==> src/rtl/core/mror_pkg.sv <==
// Package: types, codes and defaults of the overwrite ring.
package mror_pkg;
    localparam int RING_DEPTH_DEF   = 16;
    localparam int READER_SLOTS_DEF = 8;
    localparam int WORD_BITS_DEF    = 64;
    localparam int NOTIFY_SLOTS     = 8;
    localparam int RESULT_LIMIT     = 16;
    localparam int FIFO_DEPTH       = 2;

    localparam logic [1:0] OP_PUBLISH   = 2'd0;
    localparam logic [1:0] OP_SUBSCRIBE = 2'd1;
    localparam logic [1:0] OP_FETCH     = 2'd2;
    localparam logic [1:0] OP_UNUSED    = 2'd3;

    localparam logic [1:0] CFG_CAPACITY = 2'd0;
    localparam logic [1:0] CFG_ITEM     = 2'd1;
    localparam logic [1:0] CFG_ISR      = 2'd2;

    localparam logic [2:0] ST_OK       = 3'd0;
    localparam logic [2:0] ST_UNKNOWN  = 3'd1;
    localparam logic [2:0] ST_EMPTY    = 3'd2;
    localparam logic [2:0] ST_SIZE     = 3'd3;
    localparam logic [2:0] ST_FULL     = 3'd4;

    typedef enum logic [1:0] {
        S_IDLE,
        S_STREAM
    } t_back_state;
endpackage

==> src/rtl/core/mror_front.sv <==
// Front end: accept input items, drop unused op codes, queue the rest.
module mror_front
    import mror_pkg::*;
#(
    parameter int WORD_BITS = WORD_BITS_DEF
) (
    input  logic                 i_clk,
    input  logic                 i_rst_n,
    input  logic                 i_valid,
    output logic                 o_ready,
    input  logic [1:0]           i_op,
    input  logic [7:0]           i_reader_id,
    input  logic                 i_want_notify,
    input  logic [WORD_BITS-1:0] i_payload,
    input  logic [3:0]           i_payload_bytes,
    input  logic [4:0]           i_fetch_count,
    output logic                 o_q_valid,
    input  logic                 i_q_pop,
    output logic [1:0]           o_op,
    output logic [7:0]           o_reader_id,
    output logic                 o_want_notify,
    output logic [WORD_BITS-1:0] o_payload,
    output logic [3:0]           o_payload_bytes,
    output logic [4:0]           o_fetch_count
);
    localparam int EW = 2 + 8 + 1 + WORD_BITS + 4 + 5;
    logic [EW-1:0] r_mem [FIFO_DEPTH];
    logic          r_wp, r_rp;
    logic [1:0]    r_cnt;
    logic          push, pop;

    assign o_ready   = (r_cnt != 2'(FIFO_DEPTH));
    assign pop       = i_q_pop && (r_cnt != 2'd0);
    assign push      = i_valid && o_ready && (i_op != OP_UNUSED);
    assign o_q_valid = (r_cnt != 2'd0);
    assign {o_op, o_reader_id, o_want_notify, o_payload, o_payload_bytes, o_fetch_count}
        = r_mem[r_rp];

    always_ff @(posedge i_clk) begin
        if (push) begin
            r_mem[r_wp] <= {i_op, i_reader_id, i_want_notify, i_payload,
                            i_payload_bytes, i_fetch_count};
        end
        if (!i_rst_n) begin
            r_wp  <= 1'b0;
            r_rp  <= 1'b0;
            r_cnt <= 2'd0;
        end else begin
            if (push) r_wp <= ~r_wp;
            if (pop) r_rp <= ~r_rp;
            r_cnt <= r_cnt + 2'(push) - 2'(pop);
        end
    end
endmodule

==> src/rtl/core/mror_back.sv <==
// Back end: ring store, reader table and fetch streaming.
module mror_back
    import mror_pkg::*;
#(
    parameter int RING_DEPTH   = RING_DEPTH_DEF,
    parameter int READER_SLOTS = READER_SLOTS_DEF,
    parameter int WORD_BITS    = WORD_BITS_DEF
) (
    input  logic                 i_clk,
    input  logic                 i_rst_n,
    input  logic                 i_cfg_valid,
    input  logic [1:0]           i_cfg_index,
    input  logic [4:0]           i_cfg_data,
    input  logic                 i_q_valid,
    output logic                 o_q_pop,
    input  logic [1:0]           i_op,
    input  logic [7:0]           i_reader_id,
    input  logic                 i_want_notify,
    input  logic [WORD_BITS-1:0] i_payload,
    input  logic [3:0]           i_payload_bytes,
    input  logic [4:0]           i_fetch_count,
    output logic                 o_valid,
    input  logic                 i_ready,
    output logic [2:0]           o_status,
    output logic [WORD_BITS-1:0] o_item_word,
    output logic [4:0]           o_delivered,
    output logic                 o_last,
    output logic [7:0]           o_notify_mask
);
    localparam int PW = (RING_DEPTH > 1) ? $clog2(RING_DEPTH) : 1;
    localparam int CW = $clog2(RING_DEPTH + 1);
    localparam int SW = (READER_SLOTS > 1) ? $clog2(READER_SLOTS) : 1;
    localparam int CHECK = (READER_SLOTS < NOTIFY_SLOTS) ? READER_SLOTS : NOTIFY_SLOTS;

    logic [WORD_BITS-1:0] r_ring [RING_DEPTH];
    logic [4:0]           r_capacity;
    logic [3:0]           r_item_bytes;
    logic                 r_isr;
    logic [PW-1:0]        r_wpos;
    logic [31:0]          r_wtotal;
    logic [READER_SLOTS-1:0] r_used;
    logic [7:0]           r_reader [READER_SLOTS];
    logic                 r_notify [READER_SLOTS];
    logic [PW-1:0]        r_spos [READER_SLOTS];
    logic [31:0]          r_rtotal [READER_SLOTS];

    t_back_state          r_state, n_state;
    logic [PW-1:0]        r_fpos;
    logic [4:0]           r_left, r_n;
    logic [SW-1:0]        r_fslot;

    logic                 r_ov;
    logic [2:0]           r_st;
    logic [WORD_BITS-1:0] r_word;
    logic [4:0]           r_dlv;
    logic                 r_lst;
    logic [7:0]           r_msk;

    logic [CW-1:0]        cap;
    logic                 out_free;
    logic                 hit, has_free;
    logic [SW-1:0]        hit_slot, free_slot;
    logic [31:0]          unread;
    logic [7:0]           mask;
    logic [WORD_BITS-1:0] word_mask;
    logic [6:0]           bits;
    logic [PW-1:0]        wpos_inc, fpos_inc;

    always_comb begin
        if (r_capacity == 5'd0) cap = CW'(1);
        else if (32'(r_capacity) > RING_DEPTH) cap = CW'(RING_DEPTH);
        else cap = CW'(r_capacity);
    end

    assign out_free = !r_ov || i_ready;

    always_comb begin
        hit = 1'b0; hit_slot = '0; has_free = 1'b0; free_slot = '0;
        for (int s = READER_SLOTS - 1; s >= 0; s--) begin
            if (r_used[s] && r_reader[s] == i_reader_id) begin
                hit = 1'b1; hit_slot = SW'(s);
            end
            if (!r_used[s]) begin
                has_free = 1'b1; free_slot = SW'(s);
            end
        end
        mask = '0;
        for (int s = 0; s < CHECK; s++) begin
            mask[s] = r_used[s] && r_notify[s] && (r_reader[s] != 8'd0);
        end
    end

    assign unread = r_wtotal - r_rtotal[hit_slot];
    assign bits = ({3'd0, r_item_bytes} << 3) > 7'(WORD_BITS)
                  ? 7'(WORD_BITS) : ({3'd0, r_item_bytes} << 3);
    always_comb begin
        for (int b = 0; b < WORD_BITS; b++) word_mask[b] = (7'(b) < bits);
    end
    assign wpos_inc = ((CW'(r_wpos) + CW'(1)) >= cap) ? '0 : r_wpos + PW'(1);
    assign fpos_inc = ((CW'(r_fpos) + CW'(1)) >= cap) ? '0 : r_fpos + PW'(1);

    assign o_q_pop = (r_state == S_IDLE) && i_q_valid && out_free;

    always_comb begin
        n_state = r_state;
        unique case (r_state)
            S_IDLE:   if (o_q_pop && i_op == OP_FETCH && hit && i_fetch_count != 5'd0
                          && unread != 32'd0 && !unread[31]) n_state = S_STREAM;
            S_STREAM: if (out_free && r_left == 5'd1) n_state = S_IDLE;
            default:  n_state = S_IDLE;
        endcase
    end

    always_ff @(posedge i_clk) begin
        logic [31:0] u;
        logic [4:0]  nn;
        u  = unread;
        nn = '0;
        if (!i_rst_n) begin
            r_state <= S_IDLE;
            r_capacity <= 5'd16; r_item_bytes <= 4'd4; r_isr <= 1'b0;
            r_wpos <= '0; r_wtotal <= '0; r_used <= '0; r_ov <= 1'b0;
        end else begin
            r_state <= n_state;
            if (i_cfg_valid) begin
                case (i_cfg_index)
                    CFG_CAPACITY: r_capacity <= i_cfg_data;
                    CFG_ITEM:     r_item_bytes <= i_cfg_data[3:0];
                    CFG_ISR:      r_isr <= i_cfg_data[0];
                    default: ;
                endcase
            end
            if (out_free) r_ov <= 1'b0;
            if (o_q_pop) begin
                r_ov <= 1'b1; r_st <= ST_OK; r_word <= '0; r_dlv <= '0;
                r_lst <= 1'b1; r_msk <= '0;
                case (i_op)
                    OP_PUBLISH: begin
                        if (i_payload_bytes != r_item_bytes) r_st <= ST_SIZE;
                        else begin
                            r_ring[r_wpos] <= i_payload & word_mask;
                            r_wpos <= wpos_inc;
                            r_wtotal <= r_wtotal + 32'd1;
                            if (!r_isr) r_msk <= mask;
                        end
                    end
                    OP_SUBSCRIBE: begin
                        if (!hit) begin
                            if (has_free) begin
                                r_used[free_slot] <= 1'b1;
                                r_reader[free_slot] <= i_reader_id;
                                r_notify[free_slot] <= i_want_notify;
                                r_spos[free_slot] <= '0;
                                r_rtotal[free_slot] <= '0;
                            end else r_st <= ST_FULL;
                        end
                    end
                    default: begin
                        if (!hit) r_st <= ST_UNKNOWN;
                        else if (i_fetch_count == 5'd0) r_st <= ST_OK;
                        else if (u == 32'd0 || u[31]) r_st <= ST_EMPTY;
                        else begin
                            r_ov <= 1'b0;
                            r_fslot <= hit_slot;
                            r_fpos <= r_spos[hit_slot];
                            if (u >= 32'(cap)) begin
                                u = 32'(cap);
                                r_fpos <= r_wpos;
                            end
                            nn = (32'(i_fetch_count) < u) ? i_fetch_count : u[4:0];
                            if (nn > 5'(RESULT_LIMIT)) nn = 5'(RESULT_LIMIT);
                            r_n <= nn; r_left <= nn;
                            r_rtotal[hit_slot] <= r_wtotal - u + 32'(nn);
                        end
                    end
                endcase
            end
            if (r_state == S_STREAM && out_free) begin
                r_ov <= 1'b1; r_st <= ST_OK; r_word <= r_ring[r_fpos];
                r_dlv <= r_n; r_lst <= (r_left == 5'd1); r_msk <= '0;
                r_fpos <= fpos_inc;
                r_left <= r_left - 5'd1;
                if (r_left == 5'd1) r_spos[r_fslot] <= fpos_inc;
            end
        end
    end

    assign o_valid = r_ov;
    assign o_status = r_st;
    assign o_item_word = r_word;
    assign o_delivered = r_dlv;
    assign o_last = r_lst;
    assign o_notify_mask = r_msk;
endmodule

==> src/rtl/core/multi_reader_overwrite_ring.sv <==
// Top level of the multi-reader overwrite ring.
// Channel  | direction | handshake             | contents
// s_axis   | in        | tvalid/tready         | op, reader_id, payload, ...
// m_axis   | out       | tvalid/tready         | status, item_word, delivered, ...
// cfg      | in        | i_cfg_valid/o_cfg_ready | register index, data
// Publish and subscribe give one result each; a fetch of n words is popped and then
// reads n ring words, one per cycle while not stalled, from the register-file ring.
// A two-entry queue parts the front from the back; the output register
// holds a result while m_axis_tready is low and stalls the back end.
// Reset is synchronous, active low; the ring store is not cleared.
module multi_reader_overwrite_ring
    import mror_pkg::*;
#(
    parameter int RING_DEPTH   = RING_DEPTH_DEF,
    parameter int READER_SLOTS = READER_SLOTS_DEF,
    parameter int WORD_BITS    = WORD_BITS_DEF
) (
    input  logic        i_clk,
    input  logic        i_rst_n,
    input  logic        s_axis_tvalid,
    output logic        s_axis_tready,
    // op[1:0], reader_id[9:2], want_notify[10], payload, payload_bytes, fetch_count
    input  logic [((WORD_BITS+20+7)/8)*8-1:0] s_axis_tdata,
    output logic        m_axis_tvalid,
    input  logic        m_axis_tready,
    // status[2:0], item_word, delivered, notify_mask
    output logic [((WORD_BITS+16+7)/8)*8-1:0] m_axis_tdata,
    output logic        m_axis_tlast,
    input  logic        i_cfg_valid,
    output logic        o_cfg_ready,
    input  logic [1:0]  i_cfg_index,
    input  logic [4:0]  i_cfg_data
);
    localparam int IW = ((WORD_BITS + 20 + 7) / 8) * 8;
    localparam int OW = ((WORD_BITS + 16 + 7) / 8) * 8;
    logic                 q_valid, q_pop, f_want;
    logic [1:0]           f_op;
    logic [7:0]           f_id;
    logic [WORD_BITS-1:0] f_pay;
    logic [3:0]           f_pb;
    logic [4:0]           f_fc;
    logic [2:0]           st;
    logic [WORD_BITS-1:0] word;
    logic [4:0]           dlv;
    logic [7:0]           msk;

    assign o_cfg_ready = 1'b1;

    mror_front #(.WORD_BITS(WORD_BITS)) u_front (
        .i_clk, .i_rst_n,
        .i_valid(s_axis_tvalid), .o_ready(s_axis_tready),
        .i_op(s_axis_tdata[1:0]), .i_reader_id(s_axis_tdata[9:2]),
        .i_want_notify(s_axis_tdata[10]),
        .i_payload(s_axis_tdata[11 +: WORD_BITS]),
        .i_payload_bytes(s_axis_tdata[11+WORD_BITS +: 4]),
        .i_fetch_count(s_axis_tdata[15+WORD_BITS +: 5]),
        .o_q_valid(q_valid), .i_q_pop(q_pop),
        .o_op(f_op), .o_reader_id(f_id), .o_want_notify(f_want),
        .o_payload(f_pay), .o_payload_bytes(f_pb), .o_fetch_count(f_fc)
    );

    mror_back #(.RING_DEPTH(RING_DEPTH), .READER_SLOTS(READER_SLOTS),
                .WORD_BITS(WORD_BITS)) u_back (
        .i_clk, .i_rst_n,
        .i_cfg_valid, .i_cfg_index, .i_cfg_data,
        .i_q_valid(q_valid), .o_q_pop(q_pop),
        .i_op(f_op), .i_reader_id(f_id), .i_want_notify(f_want),
        .i_payload(f_pay), .i_payload_bytes(f_pb), .i_fetch_count(f_fc),
        .o_valid(m_axis_tvalid), .i_ready(m_axis_tready),
        .o_status(st), .o_item_word(word), .o_delivered(dlv),
        .o_last(m_axis_tlast), .o_notify_mask(msk)
    );

    assign m_axis_tdata = OW'({msk, dlv, word, st});
    logic unused_in;
    assign unused_in = |s_axis_tdata[IW-1:20+WORD_BITS] | 1'b0;
endmodule

==> config.mk <==
export PLATFORM = sky130hd
export DESIGN_NAME = multi_reader_overwrite_ring
export DESIGN_NICKNAME = d
export VERILOG_FILES = /design/src/rtl/core/mror_pkg.sv /design/src/rtl/core/mror_front.sv /design/src/rtl/core/mror_back.sv /design/src/rtl/core/multi_reader_overwrite_ring.sv
export SDC_FILE = /design/constraint.sdc
export NUM_CORES = 2
export LEC_CHECK = 0
export ABC_AREA = 1
export BUFFER_PORTS_ARGS = -buffer_cell sky130_fd_sc_hd__buf_2
export CAP_MARGIN = 5
export CELL_PAD_IN_SITES_DETAIL_PLACEMENT = 0
export CELL_PAD_IN_SITES_GLOBAL_PLACEMENT = 1
export CORE_ASPECT_RATIO = 1.5
export CORE_MARGIN = 5
export CORE_UTILIZATION = 50
export DETAILED_ROUTE_END_ITERATION = 10
export GPL_TIMING_DRIVEN = 0
export PLACE_DENSITY = 0.77
export SYNTH_ARGS = -nofsm -noshare
export SYNTH_HDL_FRONTEND = slang
export SYNTH_SLANG_ARGS = --single-unit
==> constraint.sdc <==
create_clock -name i_clk -period 25.9 [get_ports i_clk]
set_clock_uncertainty 0.15 [all_clocks]
set_input_delay 5.18 -clock i_clk [delete_from_list [all_inputs] [get_ports i_clk]]
set_output_delay 5.18 -clock i_clk [all_outputs]
set_load 0.01 [all_outputs]
==> results.toml <==
[outcome]
status = "finished, violations left"
violations = "design-rule violations"

[global_route]
grt_max_degree = 27
globalRouteTotalUtil_pct = 29.17
busiest_layer = "met2"
met2_usage_pct = 51.16
grt_pass1_vias = 48640
grt_pass1_wl_um = 321700
antenna_found_initial = 13
grt_use_met3_pct = 5.326
overflow = 0
grt_use_met1_pct = 34.12

[clocking]
ctsResizeCount = 0
cts_setup_buffers = 0
hold_buffers = 0
clock_latency_ps = 800
path_clk_slew_ps = 70
clock_sinks = 1715
cts_made_buffers = 158
clockBufferDepth = 3
cts_tree = "yes"
h-tree-depth = 4
cts_root_buf = "clkbuf_16"

[critical_path]
worstReg2RegEnd = "u_back.r_rtotal[4][31]"
cp-end-kind = "flop"
rr_worst_depth = 71
worstPathRequired_ps = 26250
critPathKind = "flop to flop"
crit_fanout = 15
crit_slowest_cell = "clkbuf_1"
cpPeakStageDelay_ps = 700
cpMostUsedCell = "nand2_1"
rrSetupSlack_ps = 10640
arrival_ps = 15600
crit_path_start_kind = "flop"

[sta]
min_period_ps = 15260
layout_setup_ws_ps = 10640
hold_viol = 0
slew_violations = 0
slew_headroom_pct = 7.493
fin_crit_sh_pct = 58.91
timing.setup.tns_ps = 0
fmax_ghz = 0.06554
rsz0062_at_grt = "false"
worstMarginPinSlew_ps = 1388
hold_slack_ps = 317.0
finalSetupViolations = 0

[place]
portBuffers = 178
routabilityCongestion = 0.8985
place_ws_ps = 10770
dp_hpwl_um = 158300

[floorplan]
num_rows = 170
die_area_um2 = 150700
die_w_um = 318.7
core_um2 = 142500
start_util_pct = 50.14
ios = 184
die_h_um = 473

[hold_path]
whs_path_depth = 1
worstHoldStart = "u_front.r_rp"
min_to = "u_front.r_rp"
min_path_type = "flop to flop"

[layout]
utilization_pct = 57.20
multi_input_area_um2 = 18710
fill_cells = 11650
seq_area_um2 = 50850
final_nets = 6411
layout-drive-gt1-share_pct = 9.506
area_growth_pct = 14.08

[yosys]
synth_edf_count = 1650
synth_area_um2 = 71460
async_flop_share_pct = 0
yosysSeqAreaShare_pct = 71.16
synth_ff_type = "edfxtp_1"
ys_warn_count = 0
syn_inst = 5746
ys_seq_elements = 1715
syn_area_per_cell_um2 = 12.44
synth.distinct_cells = 67

[routing]
drtIter0Drc = 5486
wl_per_cell_um = 27.51
drc = 4
drt_wl_total_um = 225900
via_per_inst = 6.029
drt_pass1_iterations = 11
drtAntennaViolNets = 0
via_count = 49510

[power_and_ir_drop]
powerDensity_nw_per_um2 = 75.44
ir_drop_mv = 0.06021
leakage_uw = 0.02828

[job]
maxCapViolCount = 0
[cell usage after synthesis, types with 4 or more instances]
cell type,count,area share [%]
nor4_1,30,0.26
a21oi_1,226,1.6
o21bai_1,8,0.084
o22ai_1,110,0.96
a32oi_1,4,0.049
o211ai_1,81,0.85
buf_1,13,0.068
buf_6,4,0.063
clkbuf_1,284,1.5
ha_1,116,2.0
inv_1,267,1.4
nor3_2,5,0.070
nand4_1,28,0.25
edfxtp_1,1650,69
fa_1,6,0.17
nor3_1,40,0.28
nor2_1,881,4.6
a31oi_1,9,0.079
nand2_4,7,0.11
o221ai_1,210,2.6
or2_1,5,0.044
o31ai_1,4,0.042
nand2_1,566,3.0
o21a_1,7,0.074
o21ai_1,7,0.049
dfxtp_1,65,1.8
nand3_1,149,1.0
xnor2_1,32,0.39
nor3b_1,6,0.063
nand2_2,18,0.16
o21ai_2,6,0.074
a21o_1,4,0.042
o21ai_0,764,5.4
nand3_2,5,0.070
inv_2,14,0.074
xor2_1,48,0.59
o32ai_1,4,0.049
nand3b_1,4,0.042
or2_2,6,0.053
a211oi_1,15,0.16
[worst max path at each step]
stage               depth (start not counted)  slack [ps]                endpoint
detailed placement                         71       10770  u_back.r_rtotal[4][31]
global placement                            7        4200   u_back.r_ring[15][20]
finish                                     71       10640  u_back.r_rtotal[4][31]
CTS                                        71       10690  u_back.r_rtotal[4][31]
floorplan                                   6       13080    u_back.r_ring[15][0]
global route                               71        9720  u_back.r_rtotal[4][31]
[state kept, by name (all words and copies together) (netlist names), 8 cells and up, named ones only]
name	flops
u_back.r_reader	64
u_back.r_notify	8
u_back.r_used	8
u_back.r_spos	32
u_back.r_wtotal	32
u_front.r_mem	168
u_back.r_ring	1024
u_back.o_notify_mask	8
u_back.r_rtotal	256
u_back.o_item_word	64
[power breakdown]
group	total, uW	internal, uW	switching [uW]
Sequential	3240	3220	16.9
Combinational	625	153	472
Clock	2290	1270	1010
[cells in the final DEF, fill, tap and decap left out, types with 8 or more instances in the layout]
master     count
buf_16        14
o21bai_1       8
ha_1         116
o221ai_1     210
xor2_1        48
conb_1        27
buf_1         13
nand2_2       18
nand2_1      566
buf_12        46
inv_1        267
a21oi_1      216
diode_2        8
clkinv_1      27
dfxtp_1       65
o21ai_0      764
nand4_1       28
o22ai_1      110
bufinv_16     13
nor4_1        29
nor3_1        40
nor2_1       856
clkbuf_1     321
edfxtp_1    1650
a31oi_1        9
inv_2         14
o211ai_1      81
clkinv_2      24
nor2_4        28
buf_4         16
clkbuf_16    161
a211oi_1      15
a21oi_2       10
inv_6          9
xnor2_1       32
buf_2        181
nand3_1      149
[area by class of cell]
class	count	area share [%]
Multi-Input combinational cell	3470	22.95
Timing Repair Buffer	257	2.889
Tap cell	1892	2.904
Inverter	282	1.302
Antenna cell	8	0.02456
Buffer	305	1.450
Clock inverter	85	0.9916
Sequential cell	1715	62.38
Clock buffer	198	5.113
[per-stage QoR]
step                      power [uW]  area, um^2  std cells
after floorplan                 3662       71550       5772
after detailed placement        3923       76470       7918
after CTS                       6169       81450       8201
after global placement          3911       74810       7842
final                           6150       81520       8212
after global routing            6352       81500       8206
[logic make-up after synthesis]
group	share of synthesized area [%]
AND/OR/NAND/NOR	10.31
flip-flops	71.16
AO/OA/AOI/OAI	12.18
buffers and inverters	3.140
adder cells (fa/ha/maj)	2.199
XOR/XNOR	0.9806
multiplexers	0.02802
other	0.005248
[metal layers]
metal	wire length [um]	vias to the layer above	part of all wire, %
met2	113700	2549	50
li1	-	22060	-
met3	18670	619	8.3
met4	13790	8	6.1
met5	56	-	0.025
met1	79690	24280	35
[critical path: cells and delay by family, from the launching register on]
family | cells | cell delay [ps]
simple gates | 33 | 3840
compound gates | 20 | 5250
buf+inv | 13 | 3330
xor+xnor | 1 | 220
fa+ha+maj | 4 | 1810
flops | 1 | 310
Note: power is estimated with default switching activity, not from simulation.
